==> config.mk <==
export PLATFORM = sky130hd
export DESIGN_NAME = tachometer_trend_classifier
export DESIGN_NICKNAME = d
export VERILOG_FILES = /design/src/sv/ttc_pkg.sv /design/src/sv/tachometer_trend_classifier.sv
export SDC_FILE = /design/constraint.sdc
export NUM_CORES = 1
export LEC_CHECK = 0
export BUFFER_PORTS_ARGS = -buffer_cell sky130_fd_sc_hd__buf_4
export CORE_MARGIN = 3
export CORE_UTILIZATION = 25
export DETAILED_ROUTE_END_ITERATION = 16
export SETUP_SLACK_MARGIN = 0.2
export SYNTH_ARGS = -nofsm -noshare
export SYNTH_HDL_FRONTEND = slang
export SYNTH_SLANG_ARGS = --single-unit
==> constraint.sdc <==
create_clock -name clk -period 12.6 [get_ports clk]
set_input_delay 1.26 -clock clk [delete_from_list [all_inputs] [get_ports clk]]
set_output_delay 1.26 -clock clk [all_outputs]
set_load 0.02 [all_outputs]
==> src/sv/ttc_pkg.sv <==
// ----------------------------------------------------------------------------
// ttc_pkg: shared definitions of the tachometer trend classifier
// Field widths, the history depth, register indexes and trend codes that
// the block and its testbench use.
// ----------------------------------------------------------------------------
package ttc_pkg;

  // Payload field widths.
  localparam int PULSE_W = 4;
  localparam int RPM_W   = 16;
  localparam int TREND_W = 2;
  localparam int CFG_W   = 16;

  // Stream bus widths, rounded up to whole bytes, and the config address width.
  localparam int IN_TDATA_W  = 8;
  localparam int OUT_TDATA_W = 24;
  localparam int CFG_ADDR_W  = 2;

  // Depth of the speed history line (1 to 16).
  localparam int HISTORY_DEPTH = 4;
  // Wide enough to hold HISTORY_DEPTH full-scale speeds.
  localparam int SUM_W = RPM_W + $clog2(HISTORY_DEPTH);

  // Serial datapath: 32-bit dividend, 16-bit divisor, step counter.
  localparam int NUM_W = 32;
  localparam int CNT_W = 6;

  // 60 s per minute over 1 ms per tick.
  localparam logic [NUM_W-1:0] RPM_SCALE = NUM_W'(60000);

  // Reset values of the configuration registers.
  localparam logic [CFG_W-1:0] WINDOW_RST = CFG_W'(1000);
  localparam logic [CFG_W-1:0] FLOOR_RST  = CFG_W'(0);
  localparam logic [CFG_W-1:0] LIMIT_RST  = CFG_W'(200);

  typedef enum logic [CFG_ADDR_W-1:0] {
    CFG_WINDOW_MS   = 2'd0,
    CFG_RPM_FLOOR   = 2'd1,
    CFG_TREND_LIMIT = 2'd2
  } cfg_idx_t;

  typedef enum logic [TREND_W-1:0] {
    TREND_ZERO    = 2'd0,
    TREND_STABLE  = 2'd1,
    TREND_RISING  = 2'd2,
    TREND_FALLING = 2'd3
  } trend_t;

endpackage

==> src/sv/tachometer_trend_classifier.sv <==
// ----------------------------------------------------------------------------
// tachometer_trend_classifier: rpm measurement with trend classification
// Counts pulses per millisecond tick, computes rpm at the end of each window
// with a bit-serial multiply and divide, and grades it against the history.
// ----------------------------------------------------------------------------
// Each input beat is one millisecond tick carrying the rotation pulses seen
// in it. Ticks that do not close the window are absorbed while idle and
// produce no output. The tick whose elapsed count exceeds window_ms produces
// exactly one output beat with the rpm over the window (pulses * 60000 /
// ticks, truncated, saturated at 65535) and a trend code: zero when the rpm
// is at or below rpm_floor, rising or falling when the history mean differs
// from the new rpm by at least trend_limit, stable otherwise. The history
// holds the previous HISTORY_DEPTH results and is cleared by reset. Such a
// closing tick occupies the block while a shift-add multiplier works one
// pulse-count bit per cycle, then a single restoring divider produces one
// quotient bit per cycle, first the 32-bit quotient from which the rpm is
// taken, then the SUM_W-bit history mean, and a final step loads the output
// register. in_tready is low during that time; it returns high while the
// finished result may still wait in the output register, and a later result
// waits in that final step until the earlier one is taken, for as long as
// the receiver stalls.
// Configuration is written through cfg_we/cfg_addr/cfg_wdata in any cycle;
// it should change only while the block is idle.
// ----------------------------------------------------------------------------
module tachometer_trend_classifier (
  input  logic                             clk,
  input  logic                             rst_n,
  // Input tick stream.
  input  logic                             in_tvalid,
  output logic                             in_tready,
  input  logic [ttc_pkg::IN_TDATA_W-1:0]   in_tdata,   // [3:0] pulses, rest zero
  // Result stream.
  output logic                             out_tvalid,
  input  logic                             out_tready,
  output logic [ttc_pkg::OUT_TDATA_W-1:0]  out_tdata,  // [15:0] speed_rpm,
                                                       // [17:16] trend, rest zero
  // Configuration write port.
  input  logic                             cfg_we,
  input  logic [ttc_pkg::CFG_ADDR_W-1:0]   cfg_addr,
  input  logic [ttc_pkg::CFG_W-1:0]        cfg_wdata
);

  localparam int RPM_W = ttc_pkg::RPM_W;
  localparam int NUM_W = ttc_pkg::NUM_W;
  localparam int SUM_W = ttc_pkg::SUM_W;
  localparam int CNT_W = ttc_pkg::CNT_W;
  localparam int DEPTH = ttc_pkg::HISTORY_DEPTH;

  typedef enum logic [2:0] {
    ST_IDLE,
    ST_MUL,
    ST_DIV_RPM,
    ST_DIV_MEAN,
    ST_FIN
  } state_t;

  // Configuration registers.
  logic [RPM_W-1:0] window_r, floor_r, limit_r;

  // Window counters and history.
  logic [RPM_W-1:0] pulse_total_r, elapsed_r;
  logic [RPM_W-1:0] last_speed_r;
  logic [RPM_W-1:0] hist_r [DEPTH];
  logic [SUM_W-1:0] hist_sum_r;

  // Serial datapath.
  state_t           state_r;
  logic [CNT_W-1:0] cnt_r;
  logic [RPM_W-1:0] mplr_r;    // pulse total, consumed MSB first
  logic [NUM_W-1:0] num_r;     // product, then dividend / quotient
  logic [RPM_W-1:0] rem_r;
  logic [RPM_W-1:0] den_r;
  logic [RPM_W-1:0] speed_r;
  logic [RPM_W-1:0] mean_r;

  // Output register.
  logic                      out_valid_r;
  logic [RPM_W-1:0]          out_speed_r;
  ttc_pkg::trend_t           out_trend_r;

  // Tick accounting.
  logic                   in_fire;
  logic [RPM_W:0]         pulse_sum;
  logic [RPM_W-1:0]       pulse_total_nxt, elapsed_nxt;
  logic                   window_done;

  assign in_tready = (state_r == ST_IDLE);
  assign in_fire   = in_tvalid && in_tready;

  assign pulse_sum       = {1'b0, pulse_total_r} + (RPM_W+1)'(in_tdata[ttc_pkg::PULSE_W-1:0]);
  assign pulse_total_nxt = pulse_sum[RPM_W] ? '1 : pulse_sum[RPM_W-1:0];
  assign elapsed_nxt     = (elapsed_r == '1) ? elapsed_r : elapsed_r + 1'b1;
  assign window_done     = elapsed_nxt > window_r;

  // One shift-add step of the multiplier.
  logic [NUM_W-1:0] mul_nxt;
  assign mul_nxt = {num_r[NUM_W-2:0], 1'b0} + (mplr_r[RPM_W-1] ? ttc_pkg::RPM_SCALE : '0);

  // One restoring divide step: shift in a dividend bit, subtract if it fits.
  logic [RPM_W:0]   rem_shift;
  logic [RPM_W+1:0] trial;
  logic             q_bit;
  logic [RPM_W-1:0] rem_nxt;
  assign rem_shift = {rem_r, num_r[NUM_W-1]};
  assign trial     = {1'b0, rem_shift} - {2'b00, den_r};
  assign q_bit     = !trial[RPM_W+1];
  assign rem_nxt   = q_bit ? trial[RPM_W-1:0] : rem_shift[RPM_W-1:0];

  // Saturated rpm once the full 32-bit quotient sits in num_r.
  logic [RPM_W-1:0] speed_sat;
  assign speed_sat = (num_r[NUM_W-1:RPM_W] != '0) ? '1 : num_r[RPM_W-1:0];

  // Trend grading: rising when mean + limit <= speed, falling when
  // mean >= speed + limit (checked in that order).
  logic [RPM_W+1:0] mean_plus_lim, speed_plus_lim;
  ttc_pkg::trend_t  trend_nxt;
  assign mean_plus_lim  = {2'b00, mean_r} + {2'b00, limit_r};
  assign speed_plus_lim = {2'b00, speed_r} + {2'b00, limit_r};

  always_comb begin
    if (speed_r <= floor_r) begin
      trend_nxt = ttc_pkg::TREND_ZERO;
    end else if (mean_plus_lim <= {2'b00, speed_r}) begin
      trend_nxt = ttc_pkg::TREND_RISING;
    end else if ({2'b00, mean_r} >= speed_plus_lim) begin
      trend_nxt = ttc_pkg::TREND_FALLING;
    end else begin
      trend_nxt = ttc_pkg::TREND_STABLE;
    end
  end

  // Configuration writes; an index beyond the list is ignored.
  always_ff @(posedge clk) begin
    if (!rst_n) begin
      window_r <= ttc_pkg::WINDOW_RST;
      floor_r  <= ttc_pkg::FLOOR_RST;
      limit_r  <= ttc_pkg::LIMIT_RST;
    end else if (cfg_we) begin
      unique case (cfg_addr)
        ttc_pkg::CFG_WINDOW_MS:   window_r <= cfg_wdata;
        ttc_pkg::CFG_RPM_FLOOR:   floor_r  <= cfg_wdata;
        ttc_pkg::CFG_TREND_LIMIT: limit_r  <= cfg_wdata;
        default: ;
      endcase
    end
  end

  // Main sequencer with its registered outputs.
  always_ff @(posedge clk) begin
    if (!rst_n) begin
      state_r       <= ST_IDLE;
      pulse_total_r <= '0;
      elapsed_r     <= '0;
      last_speed_r  <= '0;
      hist_sum_r    <= '0;
      for (int k = 0; k < DEPTH; k++) begin
        hist_r[k] <= '0;
      end
      out_valid_r   <= 1'b0;
      cnt_r         <= '0;
    end else begin
      if (out_valid_r && out_tready) begin
        out_valid_r <= 1'b0;
      end
      unique case (state_r)
        ST_IDLE: begin
          if (in_fire) begin
            if (window_done) begin
              // Retire the previous rpm into the history; the running sum
              // follows the shift.
              for (int k = DEPTH - 1; k > 0; k--) begin
                hist_r[k] <= hist_r[k-1];
              end
              hist_r[0]     <= last_speed_r;
              hist_sum_r    <= hist_sum_r - SUM_W'(hist_r[DEPTH-1]) + SUM_W'(last_speed_r);
              mplr_r        <= pulse_total_nxt;
              den_r         <= elapsed_nxt;
              num_r         <= '0;
              cnt_r         <= CNT_W'(RPM_W);
              pulse_total_r <= '0;
              elapsed_r     <= '0;
              state_r       <= ST_MUL;
            end else begin
              pulse_total_r <= pulse_total_nxt;
              elapsed_r     <= elapsed_nxt;
            end
          end
        end
        ST_MUL: begin
          num_r  <= mul_nxt;
          mplr_r <= {mplr_r[RPM_W-2:0], 1'b0};
          cnt_r  <= cnt_r - 1'b1;
          if (cnt_r == CNT_W'(1)) begin
            rem_r   <= '0;
            cnt_r   <= CNT_W'(NUM_W);
            state_r <= ST_DIV_RPM;
          end
        end
        ST_DIV_RPM: begin
          num_r <= {num_r[NUM_W-2:0], q_bit};
          rem_r <= rem_nxt;
          cnt_r <= cnt_r - 1'b1;
          if (cnt_r == '0) begin
            // Quotient complete: take the rpm and start the mean.
            speed_r      <= speed_sat;
            last_speed_r <= speed_sat;
            num_r        <= {hist_sum_r, {(NUM_W-SUM_W){1'b0}}};
            rem_r        <= '0;
            den_r        <= RPM_W'(DEPTH);
            cnt_r        <= CNT_W'(SUM_W);
            state_r      <= ST_DIV_MEAN;
          end
        end
        ST_DIV_MEAN: begin
          num_r <= {num_r[NUM_W-2:0], q_bit};
          rem_r <= rem_nxt;
          cnt_r <= cnt_r - 1'b1;
          if (cnt_r == '0) begin
            // The mean never exceeds a full-scale rpm.
            mean_r  <= num_r[RPM_W-1:0];
            state_r <= ST_FIN;
          end
        end
        ST_FIN: begin
          if (!out_valid_r || out_tready) begin
            out_valid_r <= 1'b1;
            out_speed_r <= speed_r;
            out_trend_r <= trend_nxt;
            state_r     <= ST_IDLE;
          end
        end
        default: state_r <= ST_IDLE;
      endcase
    end
  end

  assign out_tvalid = out_valid_r;
  assign out_tdata  = {{(ttc_pkg::OUT_TDATA_W-RPM_W-ttc_pkg::TREND_W){1'b0}},
                       out_trend_r, out_speed_r};

endmodule

==> results.json <==
{
  "status": "finished clean",
  "core_mm2": 0.0721,
  "syn_inst": 1940,
  "firstDrtPassIters": 5,
  "synth_edf_count": 194,
  "fin_nets": 2159,
  "ir_drop_v": 0.0000833,
  "crit_type": "reg2reg",
  "rsz0062_at_grt": "no",
  "register_area_mm2": 0.00831,
  "drt-total-wl_um": 44500,
  "async_reset_ff_share_pct": 0,
  "die_h_um": 277,
  "slew_headroom_pct": 25.6,
  "die_w_um": 277,
  "cts_num_sinks": 318,
  "worst-endpoint-arrival_ns": 5.52,
  "finalCritPeriodShare_pct": 40.1,
  "clkLatencyLatePin_ns": 0.55,
  "cp.required_ns": 13.07,
  "crit_fanout": 13,
  "pin_count": 57,
  "placementRows": 98,
  "setup_violations": 0,
  "regMostFlops": "hist_r",
  "grt_pass1_vias": 13300,
  "end_kind": "flop",
  "place_area_mm2": 0.0197,
  "antenna_found_initial": 0,
  "cts_tree": "built",
  "diodes": 0,
  "fin_area_mm2": 0.0210,
  "pre_cts_slack_ns": 7.58,
  "portBuffers": 46,
  "cts.clk_slew.worst_paths_ns": 0.06,
  "ys_ff_latch": 318,
  "grt_pass1_wl_um": 72200,
  "gp_congestion": 0.852,
  "ys_seq_area_share_pct": 45.3,
  "cap_violations": 0,
  "synth_ff_type": "edfxtp_1",
  "worstSetupStartpointType": "flop",
  "maxSlewViolCount": 0,
  "grt-ovfl-total": 0,
  "routedWlPerCell_um": 15.1,
  "drc": 0,
  "post-route-min-period_ns": 5.05,
  "largest_reg_flops": 64,
  "cts_inserted_buffers": 38,
  "postCtsSetupBuffers": 0,
  "n_fill_cell": 7558,
  "synthDistinctLibCells": 72,
  "die-area_mm2": 0.0766,
  "fmax_ghz": 0.198,
  "yosysWarnings": 0,
  "tightest_slew_ns": 1.11,
  "syn_avg_cell_area_um2": 9.45,
  "leakagePower_nw": 8.24,
  "drt-initial-drc-count": 1112,
  "cts_max_level": 2,
  "clock_skew_ns": 0.0149,
  "ctsHoldBuffers": 0,
  "clockBufferDepth": 3,
  "timing.setup.tns_ns": 0,
  "post_drt_via_cell_ratio": 4.66,
  "ant_nets": 0,
  "hold_class": "reg2reg",
  "syn_to_final_growth_pct": 14.5,
  "dp_hpwl_um": 31900,
  "cts_root_buf": "clkbuf_16",
  "grtUsageTotal_pct": 11.5,
  "biggestRegsByFlops": "hist_r (64), num_r (32), hist_sum_r (18)",
  "timing.hold.ws_ns": 0.455,
  "multi_input_area_mm2": 0.00909,
  "grt_max_degree": 80,
  "num_vias": 13700,
  "finalWorstSetupSlack_ns": 7.55,
  "cellPowerDensity_mw_per_mm2": 126,
  "drive_gt1_share_pct": 8.23,
  "cts_resized": 0,
  "start_util_pct": 25.4,
  "synthesis.area_mm2": 0.0183,
  "finalHoldViolCount": 0
}
==> metrics by stage <==
stage	util [%]	total power, mW	cells
floorplan	-	1.44	1945
global placement	27.3	1.53	2873
detailed placement	27.3	1.53	2873
CTS	29.1	2.67	2942
global route	29.1	2.76	2942
finish	29.1	2.64	2942
==> placed cells by master, fill, tap and decap left out, types with 8 or more instances in the layout <==
cell,netlist,routed
a211oi_1,14,14
a21o_1,29,29
a21oi_1,163,162
a22oi_1,16,16
a31oi_1,26,26
and2_1,19,19
and3_1,63,63
buf_4,6,61
clkbuf_16,0,43
clkinv_2,0,8
dfxtp_1,124,124
edfxtp_1,194,194
fa_1,21,21
ha_1,144,144
inv_1,175,174
mux2i_1,30,30
nand2_1,203,202
nand2b_1,16,16
nand3_1,41,41
nand4_1,26,26
nor2_1,161,158
nor2b_1,22,22
nor3_1,32,27
nor4_1,9,9
o211ai_1,19,19
o21a_1,24,24
o21ai_0,94,94
or2_2,19,19
xnor2_1,38,38
xor2_1,32,32
==> worst max-delay path, stage by stage (launching register included) <==
cell and delay, ns:
dfxtp_1 0.46, and4_1 0.32, nand4_1 0.19, or2_2 0.34, nor2_1 0.23, nor2_1 0.17, nand3_1 0.14, xor2_1 0.23
inv_1 0.07, ha_1 0.28, nand4_1 0.14, or3_1 0.38, mux2_2 0.33, and2_1 0.38, nor2_1 0.92, o21ai_0 0.21
a21oi_1 0.19
==> metal layers <==
metal / wire, µm / part of all wire [%] / track usage [%]
met3: 1990 / 4.5 / 1.73
met1: 21000 / 47 / 15.7
met4: 1240 / 2.8 / 4.14
met5: 0 / 0 / 0
met2: 20200 / 45 / 18.6
==> where the power goes <==
group	total (mW)	switching, mW	internal (mW)
clock network	1.12	0.449	0.676
registers	1.17	0.0295	1.14
logic	0.338	0.208	0.129
total	2.64	0.687	1.95
==> cells by family (layout without fill, tap and decap cells) <==
logic type / after synthesis / after routing / synth area share [%]
xor gates and xnor gates: 70 / 70 / 3.35
muxes: 32 / 32 / 1.76
buffers and inverters: 258 / 305 / 5.48
adders and majority gates: 165 / 165 / 12.1
DFF: 318 / 318 / 45.3
AOI/OAI and AO/OA: 456 / 456 / 15.3
other: 1 / 6 / 0.0205
and+or+nand+nor: 640 / 640 / 16.7
==> layout make-up <==
class                   count  area share (%)
multi-input cells        1369            43.3
clock inverters            13           0.477
clock buffers              56            5.65
flip-flops and latches    318            39.6
repair buffers             61            2.18
inverters                 175            3.14
well taps                 950            5.66
==> Yosys cell counts, types with 26 or more instances <==
master	n	area [µm²]
xnor2_1	38	333
a31oi_1	26	163
dfxtp_1	124	2480
clkbuf_1	62	233
a21oi_1	163	816
mux2i_1	30	300
o21ai_0	94	470
nand4_1	26	163
inv_1	175	657
edfxtp_1	194	5830
nand2_1	203	762
nor2_1	161	604
nor3_1	32	160
ha_1	144	1800
nand3_1	41	205
xor2_1	32	280
and3_1	63	394
a21o_1	29	218
==> final timing paths <==
kind,from,endpoint,slack [ns],cells after the start
min,floor_r[12]$_SDFFE_PN0P_,floor_r[12]$_SDFFE_PN0P_,0.45,2
max reg2reg,elapsed_r[3]$_SDFFE_PN0P_,pulse_total_r[0]$_SDFFE_PN0P_,7.55,16
min reg2reg,floor_r[12]$_SDFFE_PN0P_,floor_r[12]$_SDFFE_PN0P_,0.45,2
max,elapsed_r[3]$_SDFFE_PN0P_,pulse_total_r[0]$_SDFFE_PN0P_,7.55,16
Note: power is estimated with default switching activity, not from simulation.
